**config.mk**
```make
export PLATFORM = sky130hd
export DESIGN_NAME = definite_length_block_word_parser_flat
export DESIGN_NICKNAME = d
export VERILOG_FILES = /design/src/design/dlbp_pkg.sv /design/src/design/dlbp_ifs.sv /design/src/design/definite_length_block_word_parser.sv /design/src/design/dlbp_step.sv /design/src/flat_wrapper.sv
export SDC_FILE = /design/constraint.sdc
export NUM_CORES = 1
export LEC_CHECK = 0
export BUFFER_PORTS_ARGS = -buffer_cell sky130_fd_sc_hd__buf_2
export CORE_MARGIN = 4
export CORE_UTILIZATION = 40
export DETAILED_ROUTE_END_ITERATION = 8
export PLACE_DENSITY = 0.65
export SYNTH_ARGS = -nofsm -noshare
export SYNTH_HDL_FRONTEND = slang
export SYNTH_HIERARCHICAL = 1
export SYNTH_SLANG_ARGS = --single-unit
```
**constraint.sdc**
```tcl
create_clock -name clk -period 7.7 [get_ports clk]
set_clock_uncertainty 0.05 [all_clocks]
set_input_delay 0 -clock clk [delete_from_list [all_inputs] [get_ports clk]]
set_output_delay 0 -clock clk [all_outputs]
set_load 0.02 [all_outputs]
```
**src/design/dlbp_pkg.sv**
```systemverilog
// ----------------------------------------------------------------------------
// dlbp_pkg
// Types and constants shared by the definite-length block word parser.
// ----------------------------------------------------------------------------
package dlbp_pkg;

	localparam int BYTE_W   = 8;
	localparam int SAMPLE_W = 14;
	localparam int STATUS_W = 3;
	localparam int DIGIT_W  = 4;
	localparam int LEN_W    = 30;
	localparam int LIMIT_W  = LEN_W - 1;
	localparam int CFG_W    = 18;

	localparam logic [BYTE_W-1:0]   CH_HASH     = 8'h23;
	localparam logic [BYTE_W-1:0]   CH_ZERO     = 8'h30;
	localparam logic [BYTE_W-1:0]   CH_NINE     = 8'h39;
	localparam logic [SAMPLE_W-1:0] SAMPLE_MASK = 14'h3FFF;

	typedef enum logic [4:0] {
		PH_HASH   = 5'b00001,
		PH_COUNT  = 5'b00010,
		PH_DIGITS = 5'b00100,
		PH_DATA   = 5'b01000,
		PH_SKIP   = 5'b10000
	} phase_t;

	typedef enum logic [STATUS_W-1:0] {
		ST_SAMPLE     = 3'd0,
		ST_BAD        = 3'd1,
		ST_HDR_SHORT  = 3'd2,
		ST_TOO_LONG   = 3'd3,
		ST_DATA_SHORT = 3'd4,
		ST_EMPTY      = 3'd5
	} status_t;

	typedef struct packed {
		phase_t              phase;
		logic [DIGIT_W-1:0]  digits_left;
		logic [LEN_W-1:0]    length_count;
		logic [BYTE_W-1:0]   low_byte;
		logic                low_byte_held;
	} parse_state_t;

	typedef struct packed {
		logic                valid;
		logic [SAMPLE_W-1:0] sample;
		status_t             status;
		logic                last;
	} result_t;

endpackage

```
**src/design/dlbp_ifs.sv**
```systemverilog
// ----------------------------------------------------------------------------
// dlbp channel interfaces
// Valid/ready channels for reply bytes and for parse results.
// ----------------------------------------------------------------------------
interface dlbp_byte_if;
	logic       valid;
	logic       ready;
	logic [7:0] byte_in;
	logic       end_of_reply;

	modport source (output valid, output byte_in, output end_of_reply, input ready);
	modport sink   (input valid, input byte_in, input end_of_reply, output ready);
endinterface

interface dlbp_result_if;
	logic        valid;
	logic        ready;
	logic [13:0] sample;
	logic [2:0]  status;
	logic        last;

	modport source (output valid, output sample, output status, output last, input ready);
	modport sink   (input valid, input sample, input status, input last, output ready);
endinterface

```
**src/design/definite_length_block_word_parser.sv**
```systemverilog
// ----------------------------------------------------------------------------
// definite_length_block_word_parser
// Parses '#', a count digit, decimal length digits and data bytes, and
// emits 14-bit little-endian words or one status result per block fault.
// ----------------------------------------------------------------------------
//  Channel   Direction  Handshake     Carries
//  in_ch     sink       valid/ready   byte_in, end_of_reply
//  out_ch    source     valid/ready   sample, status, last
//  cfg       write      cfg_wr_en     cfg_wr_data = max_words
//
//  One byte a cycle: a byte sits in the input register while
//  the parse logic updates the state and fills the result register.
//  A byte that yields no result moves on even while a result is stalled;
//  a byte that yields a result waits for the result register to free up.
//  arst_n returns the parser to expecting a hash and max_words to MAX_WORDS.
// ----------------------------------------------------------------------------
module definite_length_block_word_parser #(
	parameter int MAX_WORDS = 131072
) (
	input  logic                          clk,
	input  logic                          arst_n,
	dlbp_byte_if.sink                     in_ch,
	dlbp_result_if.source                 out_ch,
	input  logic                          cfg_wr_en,
	input  logic [dlbp_pkg::CFG_W-1:0]    cfg_wr_data
);
	import dlbp_pkg::*;

	localparam int LIM_BITS = $clog2(MAX_WORDS + 1);
	localparam int MW_W     = (LIM_BITS > CFG_W) ? LIM_BITS : CFG_W;
	localparam logic [MW_W-1:0] MW_MAX = MW_W'(MAX_WORDS);

	logic [MW_W-1:0]    max_words_q;
	logic [MW_W-1:0]    limit_full;
	logic [LIMIT_W-1:0] limit;

	logic               valid_s1;
	logic [BYTE_W-1:0]  byte_s1;
	logic               eor_s1;

	parse_state_t       state_q;
	parse_state_t       state_nxt;
	result_t            res;
	logic               adv;

	logic                out_valid_q;
	logic [SAMPLE_W-1:0] sample_q;
	status_t             status_q;
	logic                last_q;

	always_ff @(posedge clk or negedge arst_n) begin
		if (!arst_n) begin
			max_words_q <= MW_MAX;
		end else if (cfg_wr_en) begin
			max_words_q <= MW_W'(cfg_wr_data);
		end
	end

	assign limit_full = (max_words_q < MW_MAX) ? max_words_q : MW_MAX;
	assign limit      = LIMIT_W'(limit_full);

	dlbp_step u_step (
		.cur          (state_q),
		.byte_in      (byte_s1),
		.end_of_reply (eor_s1),
		.limit        (limit),
		.nxt          (state_nxt),
		.res          (res)
	);

	// A byte without a result never waits on the output side.
	assign adv         = valid_s1 && (!res.valid || !out_valid_q || out_ch.ready);
	assign in_ch.ready = !valid_s1 || adv;

	always_ff @(posedge clk or negedge arst_n) begin
		if (!arst_n) begin
			valid_s1 <= 1'b0;
		end else if (in_ch.ready) begin
			valid_s1 <= in_ch.valid;
		end
	end

	always_ff @(posedge clk) begin
		if (in_ch.ready && in_ch.valid) begin
			byte_s1 <= in_ch.byte_in;
			eor_s1  <= in_ch.end_of_reply;
		end
	end

	always_ff @(posedge clk or negedge arst_n) begin
		if (!arst_n) begin
			state_q <= '{phase: PH_HASH, digits_left: '0, length_count: '0,
				low_byte: '0, low_byte_held: 1'b0};
		end else if (adv) begin
			state_q <= state_nxt;
		end
	end

	always_ff @(posedge clk or negedge arst_n) begin
		if (!arst_n) begin
			out_valid_q <= 1'b0;
		end else if (adv && res.valid) begin
			out_valid_q <= 1'b1;
		end else if (out_ch.ready) begin
			out_valid_q <= 1'b0;
		end
	end

	always_ff @(posedge clk) begin
		if (adv && res.valid) begin
			sample_q <= res.sample;
			status_q <= res.status;
			last_q   <= res.last;
		end
	end

	assign out_ch.valid  = out_valid_q;
	assign out_ch.sample = sample_q;
	assign out_ch.status = status_q;
	assign out_ch.last   = last_q;

	// Every fault result closes the reply and carries no sample.
	a_fault_is_last: assert property (@(posedge clk) disable iff (!arst_n)
		out_valid_q && status_q != ST_SAMPLE |-> last_q && sample_q == '0)
		else $error("fault result without last or with a sample");

	a_data_has_bytes_due: assert property (@(posedge clk) disable iff (!arst_n)
		state_q.phase == PH_DATA |-> state_q.length_count != '0)
		else $error("data phase with no bytes due");

	a_held_only_in_data: assert property (@(posedge clk) disable iff (!arst_n)
		state_q.low_byte_held |-> state_q.phase == PH_DATA)
		else $error("low byte held outside the data phase");

	a_result_lands: assert property (@(posedge clk) disable iff (!arst_n)
		adv && res.valid |=> out_valid_q)
		else $error("result lost on its way to the output register");

	a_no_overwrite: assert property (@(posedge clk) disable iff (!arst_n)
		out_valid_q && !out_ch.ready |-> !(adv && res.valid))
		else $error("pending result overwritten");

endmodule

```
**src/design/dlbp_step.sv**
```systemverilog
// ----------------------------------------------------------------------------
// dlbp_step
// Next-state and result logic of the parser for one reply byte.
// ----------------------------------------------------------------------------
module dlbp_step (
	input  dlbp_pkg::parse_state_t          cur,
	input  logic [7:0]                      byte_in,
	input  logic                            end_of_reply,
	input  logic [dlbp_pkg::LIMIT_W-1:0]    limit,
	output dlbp_pkg::parse_state_t          nxt,
	output dlbp_pkg::result_t               res
);
	import dlbp_pkg::*;

	logic                is_digit;
	logic [DIGIT_W-1:0]  digit;
	logic [LEN_W-1:0]    len_acc;
	logic [DIGIT_W-1:0]  dl_dec;
	logic [LEN_W-1:0]    lc_dec;
	logic [2*BYTE_W-1:0] data_word;
	parse_state_t        done_st;

	assign is_digit = (byte_in >= CH_ZERO) && (byte_in <= CH_NINE);
	assign digit    = DIGIT_W'(byte_in - CH_ZERO);
	// Times ten as two shifted copies.
	assign len_acc  = (cur.length_count << 3) + (cur.length_count << 1)
		+ LEN_W'(digit);
	assign dl_dec   = cur.digits_left - DIGIT_W'(1);
	assign lc_dec   = cur.length_count - LEN_W'(1);
	// The first data byte of a pair is the low half of the word.
	assign data_word = {byte_in, cur.low_byte};

	always_comb begin
		done_st               = '0;
		done_st.phase         = end_of_reply ? PH_HASH : PH_SKIP;
	end

	always_comb begin
		nxt = cur;
		res = '{valid: 1'b0, sample: '0, status: ST_SAMPLE, last: 1'b0};
		unique case (cur.phase)
			PH_HASH: begin
				if (byte_in != CH_HASH || end_of_reply) begin
					nxt = done_st;
					res = '{valid: 1'b1, sample: '0, status: ST_BAD, last: 1'b1};
				end else begin
					nxt.phase = PH_COUNT;
				end
			end
			PH_COUNT: begin
				if (!is_digit || byte_in == CH_ZERO) begin
					nxt = done_st;
					res = '{valid: 1'b1, sample: '0, status: ST_BAD, last: 1'b1};
				end else if (end_of_reply) begin
					nxt = done_st;
					res = '{valid: 1'b1, sample: '0, status: ST_HDR_SHORT, last: 1'b1};
				end else begin
					nxt.digits_left  = digit;
					nxt.length_count = '0;
					nxt.phase        = PH_DIGITS;
				end
			end
			PH_DIGITS: begin
				nxt.length_count = len_acc;
				nxt.digits_left  = dl_dec;
				priority if (!is_digit) begin
					nxt = done_st;
					res = '{valid: 1'b1, sample: '0, status: ST_BAD, last: 1'b1};
				end else if (dl_dec != '0) begin
					if (end_of_reply) begin
						nxt = done_st;
						res = '{valid: 1'b1, sample: '0, status: ST_HDR_SHORT,
							last: 1'b1};
					end
				end else if (len_acc[0]) begin
					nxt = done_st;
					res = '{valid: 1'b1, sample: '0, status: ST_BAD, last: 1'b1};
				end else if (len_acc[LEN_W-1:1] > limit) begin
					nxt = done_st;
					res = '{valid: 1'b1, sample: '0, status: ST_TOO_LONG, last: 1'b1};
				end else if (len_acc == '0) begin
					nxt = done_st;
					res = '{valid: 1'b1, sample: '0, status: ST_EMPTY, last: 1'b1};
				end else if (end_of_reply) begin
					nxt = done_st;
					res = '{valid: 1'b1, sample: '0, status: ST_DATA_SHORT, last: 1'b1};
				end else begin
					nxt.low_byte      = '0;
					nxt.low_byte_held = 1'b0;
					nxt.phase         = PH_DATA;
				end
			end
			PH_DATA: begin
				nxt.length_count = lc_dec;
				if (!cur.low_byte_held) begin
					nxt.low_byte      = byte_in;
					nxt.low_byte_held = 1'b1;
					if (end_of_reply) begin
						nxt = done_st;
						res = '{valid: 1'b1, sample: '0, status: ST_DATA_SHORT,
							last: 1'b1};
					end
				end else begin
					nxt.low_byte      = '0;
					nxt.low_byte_held = 1'b0;
					if (lc_dec == '0) begin
						nxt = done_st;
						res = '{valid: 1'b1,
							sample: data_word[SAMPLE_W-1:0] & SAMPLE_MASK,
							status: ST_SAMPLE, last: 1'b1};
					end else if (end_of_reply) begin
						nxt = done_st;
						res = '{valid: 1'b1, sample: '0, status: ST_DATA_SHORT,
							last: 1'b1};
					end else begin
						res = '{valid: 1'b1,
							sample: data_word[SAMPLE_W-1:0] & SAMPLE_MASK,
							status: ST_SAMPLE, last: 1'b0};
					end
				end
			end
			PH_SKIP: begin
				if (end_of_reply) begin
					nxt = done_st;
				end
			end
			default: begin
				nxt = done_st;
			end
		endcase
	end

endmodule
```
**src/flat_wrapper.sv**
```systemverilog
// flat-port wrapper written by rule: the top's interface ports become plain ports
module definite_length_block_word_parser_flat import dlbp_pkg::*;
#(
	parameter int MAX_WORDS = 131072
)
  (clk, arst_n, cfg_wr_en, cfg_wr_data, in_ch_valid, in_ch_byte_in, in_ch_end_of_reply, in_ch_ready, out_ch_valid, out_ch_sample, out_ch_status, out_ch_last, out_ch_ready);
  dlbp_byte_if in_ch_i ();
  dlbp_result_if out_ch_i ();
  input  logic clk;
  input  logic arst_n;
  input  logic cfg_wr_en;
  input  logic [dlbp_pkg::CFG_W-1:0] cfg_wr_data;
  input wire logic [$bits(in_ch_i.valid)-1:0] in_ch_valid;
  input wire logic [$bits(in_ch_i.byte_in)-1:0] in_ch_byte_in;
  input wire logic [$bits(in_ch_i.end_of_reply)-1:0] in_ch_end_of_reply;
  output wire logic [$bits(in_ch_i.ready)-1:0] in_ch_ready;
  output wire logic [$bits(out_ch_i.valid)-1:0] out_ch_valid;
  output wire logic [$bits(out_ch_i.sample)-1:0] out_ch_sample;
  output wire logic [$bits(out_ch_i.status)-1:0] out_ch_status;
  output wire logic [$bits(out_ch_i.last)-1:0] out_ch_last;
  input wire logic [$bits(out_ch_i.ready)-1:0] out_ch_ready;
  assign in_ch_i.valid = in_ch_valid;
  assign in_ch_i.byte_in = in_ch_byte_in;
  assign in_ch_i.end_of_reply = in_ch_end_of_reply;
  assign in_ch_ready = in_ch_i.ready;
  assign out_ch_valid = out_ch_i.valid;
  assign out_ch_sample = out_ch_i.sample;
  assign out_ch_status = out_ch_i.status;
  assign out_ch_last = out_ch_i.last;
  assign out_ch_i.ready = out_ch_ready;
  definite_length_block_word_parser #(.MAX_WORDS(MAX_WORDS)) u_core (.clk(clk), .arst_n(arst_n), .in_ch(in_ch_i), .out_ch(out_ch_i), .cfg_wr_en(cfg_wr_en), .cfg_wr_data(cfg_wr_data));
endmodule
```
# --- Yosys cells after proc, flatten, opt, wreduce, memory -nomap -nowiden ---
# Cells that the tools add are included.
word_totals:
  output_inout_bits: 20
  input_bits: 32
  wordCells: 92
  ff_bits: 95
classes:
  n_reduce_logical: 21
  n_mux: 36
  eq_ne: 13
  magnitude_cmp: 4
  add_sub_neg: 5
ops:
  columns: ["op", "count"]
  rows:
  - ["$mux W48", 12]
  - ["$pmux W48 S5", 1]
  - ["$mux W19", 10]
  - ["$pmux W19 S4", 1]
  - ["$logic_not A30 Y1", 2]
  - ["$mux W18", 3]
  - ["$mux W43", 1]
  - ["$mux W39", 1]
  - ["$mux W34", 1]
  - ["$add A30 B30 Y30", 1]
  - ["$add A30 B4 Y30", 1]
  - ["$sub A30 B1 Y30 const B", 1]
  - ["$gt A29 B18 Y1", 1]
  - ["$lt A18 B18 Y1 const B", 1]
  - ["$mux W5", 3]
  - ["$reduce_and A5 Y1", 3]
  - ["$mux W9", 1]
  - ["$eq A8 B6 Y1 const B", 1]
  - ["$ge A8 B6 Y1 const B", 1]
  - ["$le A8 B6 Y1 const B", 1]
  - ["$ne A8 B6 Y1 const B", 1]
  - ["$sub A4 B1 Y4 const B", 2]
  - ["$ne A3 B2 Y1 const B", 2]
  - ["$eq A5 B1 Y1 const B", 1]
  - ["15 further kinds", 26]

# --- Logic depth before layout (Yosys ltp) ---
depth:
  ltp_word: 15
  ltp_mapped: 26
  ltp_nobuf: 23

# --- Hierarchy ---
# The synthesis kept the hierarchy.
by_module_without_submodules:
  columns: ["module", "cells_each", "n_inst", "area_per_inst_um2"]
  rows:
  - ["dlbp_step", 782, 1, 5256.3]
  - ["definite_length_block_word_parser", 368, 1, 4435.5]

# --- Worst setup path before layout ---
# Ideal clock, no wire load.
synth_timing:
  path_kind: "reg2reg"
  from: "register u_core/state_q[9] in the netlist's numbering"
  to: "register u_core.last_q (netlist: u_core/out_ch.last) (enable)"
  setup_ps: 392
  stages_incl_launch_ff: 23
  required_time_ps: 7258
  slack_ps: 1633
  arrival_time_ps: 5624
  path_cell_list: "dfrtp_1 -> fa_1 -> fa_1 -> a211oi_1 -> o21ai_1 -> a311o_1 -> mux2_2 -> nand2_1 -> inv_1 -> ha_1 -> nand4_1 -> or2_2 -> o221ai_1 -> a21o_1 -> a21oi_1 -> nor2_1 -> nor2_1 -> a211o_1 -> nand4_1 -> buf_2 -> buf_2 -> nand2_1 -> nor2_1"
synth_rtl:
  columns: ["element", "line_no", "text"]
  rows:
  - ["from (decl)", "definite_length_block_word_parser.sv:41", "parse_state_t state_q;"]
  - ["from (signal assigned)", "definite_length_block_word_parser.sv:92", "state_q <= '{phase: PH_HASH, digits_left: '0, length_count: '0,"]
  - ["from (signal assigned)", "definite_length_block_word_parser.sv:95", "state_q <= state_nxt;"]
  - ["to (signal assigned)", "definite_length_block_word_parser.sv:113", "last_q <= res.last;"]
  - ["to (decl)", "definite_length_block_word_parser.sv:49", "logic last_q;"]

==> results.yml <==
worst_setup_path:
  critPathArrivalTime_ns: 6.86
  cp_slowest_cell: "dfrtp_1"
  critical_path.max_fanout: 28
  crit_family: "compound AO/OA/AOI/OAI gates"
  reg2reg_depth: 22
  required_ns: 7.87
  cp_num_cells: 22
  reg2reg_from: "u_core/state_q[11]"
  crit_chain: "fa_1, fa_1, a211oi_1, o21ai_1, a311o_1, mux2_2, nand2_1, inv_1, ha_1, nand4_1, or2_2, o221ai_1, a21o_1, a21oi_1, nor2_1, nor2_1, a211o_1, nand4_1, buf_4, and3b_4, buf_4, o211ai_1"
  worstPathBufferInverterCount: 3
  crit_end: "u_core/state_q[17]"
  start_kind: "flip-flop"
  rr_endpoint: "u_core/state_q[17]"
  crit_start: "u_core/state_q[11]"
  cp-end-kind: "flip-flop"
  slowest_delay_ns: 0.60
  reg2reg_slack_ns: 1.01
  critPathKind: "reg -> reg"
route:
  routed_wl_um: 27600
  vias_per_cell: 5.93
  drt_pass1_iterations: 7
  route.detailed.drc: 0
  post_drt_wl_per_cell_um: 18.2
  ant_nets: 0
  drtIter0Drc: 845
  num_vias: 8974
global_route:
  use_met3: 0.0255
  grt_use_met1: 0.303
  busiest_layer: "met2"
  grt_use_total: 0.208
  grt_pass1_wl_um: 45500
  overflow: 0
  grt_max_degree: 99
  antenna_found_initial: 0
  first_global_vias: 8478
  met2_usage: 0.325
logic_synthesis:
  netlist_top_cells_area: "dfrtp_1, ha_1, edfxtp_1, nand4b_1, nand2_1"
  synth.largest_area_cell: "dfrtp_1"
  ys_types: 85
  synth_seq_cells: 95
  ys_async_sr_fraction: 0.716
  netlist_area_um2: 9690
  yosysSeqAreaShare: 0.259
  synth_edf_count: 27
  ys_warn_count: 6
  netlist_instances: 1150
  avgSynthCellArea_um2: 8.43
  synthDominantCellAreaShare: 0.170
  synthFlopType: "dfrtp_1"
layout:
  finalInstanceArea_um2: 10700
  final_cell_mix: "nand2_1, ha_1, a21oi_1"
  antenna_cells: 0
  fill_cells: 2351
  area_delta_synth_final_pct: 10.8
  layout_commonest_cell: "nand2_1"
  finalNetCount: 1310
  drive_above_1_share: 0.137
placement:
  routabilityCongestion: 0.902
  port_buffers: 51
  dp_slack_ns: 1.09
  dpl_cell_area_um2: 10100
  place_hpwl_um: 19600
clocking:
  cts-root-buf: "clkbuf_16"
  cts_tree: "yes"
  clkSinkCount: 95
  cts_setup_buffers: 0
  cts_max_level: 3
  clk_pin_slew_worst_paths_ns: 0.07
  cts.path.max_buffers: 2
  cts_buffers: 9
  clock_latency_ns: 0.35
sta:
  fin_crit_sh: 0.869
  grt_setup_unrepaired: "no"
  tightest_slew_ns: 1.20
  layout_setup_ws_ns: 1.01
  hold_viol: 0
  slew-limit-headroom: 0.195
  final_max_slew_viol_count: 0
  clock.fmax_ghz: 0.149
  fin_tns_setup_ns: 0
  final-setup-viol-count: 0
  layout_min_cycle_time_ns: 6.69
  hold_ws_ns: 0.121
die:
  die-area_um2: 26800
  start_util: 0.409
  core_um2: 23700
  ios: 52
  die_w_um: 164
  fp.dieH_um: 164
  rows: 56
power_and_ir_drop:
  switching_share: 0.334
  irDropWorstVdd_mv: 0.145
  comb_power_share: 0.297
  p_leak_uw: 0.00480
  switching_power_uw: 523
  p_clk_frac: 0.335
  p_seq_frac: 0.369
  p_int_uw: 1040
  p_per_area_nw_per_um2: 146
run:
  maxCapViolations: 0
hold_path:
  hold_path_class: "in -> reg"
status:
  outcome: "finished, final reports clean"
==> per-layer routing <==
metal  part of all wire  vias up
met1               0.47     4326
met5                  0        -
met2               0.46      290
met4              0.022        0
met3              0.047       46
li1                   -     4312
==> power by group through the flow <==
stage          clock network [uW]  logic [uW]  registers, uW
2_1_floorplan                   0         333            576
3_3_place_gp                    0         436            586
3_5_place_dp                    0         442            587
4_1_cts                       533         457            577
5_1_grt                       552         515            581
6_report                      524         464            577
==> kinds of logic (layout without fill, tap and decap cells) <==
logic type               count (synthesis)  in the layout  synth area share
AO/OA/AOI/OAI                          310            310             0.230
flip-flops                              95             95             0.259
multiplexers                            19             19            0.0221
other                                    1             11          0.000387
adder cells (fa/ha/maj)                 89             89             0.116
AND/OR/NAND/NOR                        460            460             0.275
XOR/XNOR                                37             37            0.0334
buffers and inverters                  139            173            0.0630
==> synth_stat cells, types with 7 or more instances <==
library cell	number
mux2_2	19
and3_1	9
or3_1	9
clkbuf_1	48
a211oi_1	8
a21oi_1	73
xnor2_1	19
nand2_1	98
nand2b_1	54
o211ai_2	20
buf_2	15
and2_1	16
xor2_1	18
edfxtp_1	27
o211ai_1	42
inv_1	66
ha_1	87
dfrtp_1	66
nand4_1	25
o21ai_0	54
nor2_1	52
nor3_1	34
o21a_1	9
nor3b_1	10
a21o_1	28
a22o_1	8
nor4_1	19
nand4b_1	48
nand3_1	26
o31ai_1	7
nor2b_1	27
o21ai_2	20
==> repair_timing <==
action                                 CTS  global route
hold buffers                            29             0
gates resized for setup                  0             0
endpoints found under the hold margin   94             0
==> cell type report <==
class	count	area [um^2]	area share
clock inverter	7	118	0.0110
inverter	66	248	0.0231
tap	319	399	0.0372
timing repair buffer	91	628	0.0585
multi-input combinational	926	6600	0.615
sequential	95	2520	0.234
clock buffer	9	225	0.0210
==> per-stage QoR <==
stage               total power [uW]  instances   util
CTS                             1570       1513  0.453
global placement                1020       1468  0.427
floorplan                        910       1160      -
finish                          1570       1513  0.453
detailed placement              1030       1468  0.427
global route                    1650       1513  0.453
==> worst register-to-register path, cell delays in order (launching register included) <==
cell	delay (ns)
dfrtp_1	0.60
fa_1	0.54
fa_1	0.49
a211oi_1	0.26
o21ai_1	0.31
a311o_1	0.43
mux2_2	0.26
nand2_1	0.15
inv_1	0.07
ha_1	0.30
nand4_1	0.11
or2_2	0.33
o221ai_1	0.23
a21o_1	0.17
a21oi_1	0.09
nor2_1	0.20
nor2_1	0.14
a211o_1	0.40
nand4_1	0.11
buf_4	0.32
and3b_4	0.52
buf_4	0.33
o211ai_1	0.14
==> flip-flops by register name, indices dropped and copies added (netlist names) <==
| name | cells |
|---|---|
| u_core/valid_s1 | 1 |
| u_core/max_words_q | 18 |
| u_core/state_q | 48 |
| u_core/out_ch.status | 3 |
| u_core/byte_s1 | 8 |
| u_core/out_ch.sample | 14 |
| u_core/eor_s1 | 1 |
| u_core/out_ch.last | 1 |
| u_core/out_ch.valid | 1 |
==> worst min-delay path by stage <==
stage,startpoint,to,slack [ns],cells past startpoint
floorplan,arst_n,u_core/max_words_q[0],-0.35,0
global placement,in_ch_end_of_reply,u_core/eor_s1,0.13,1
detailed placement,in_ch_end_of_reply,u_core/eor_s1,0.13,1
CTS,cfg_wr_en,u_core/max_words_q[0],0.12,2
global route,cfg_wr_en,u_core/max_words_q[12],0.13,2
finish,cfg_wr_en,u_core/max_words_q[10],0.12,2
Power figures use the tool's default switching activity.
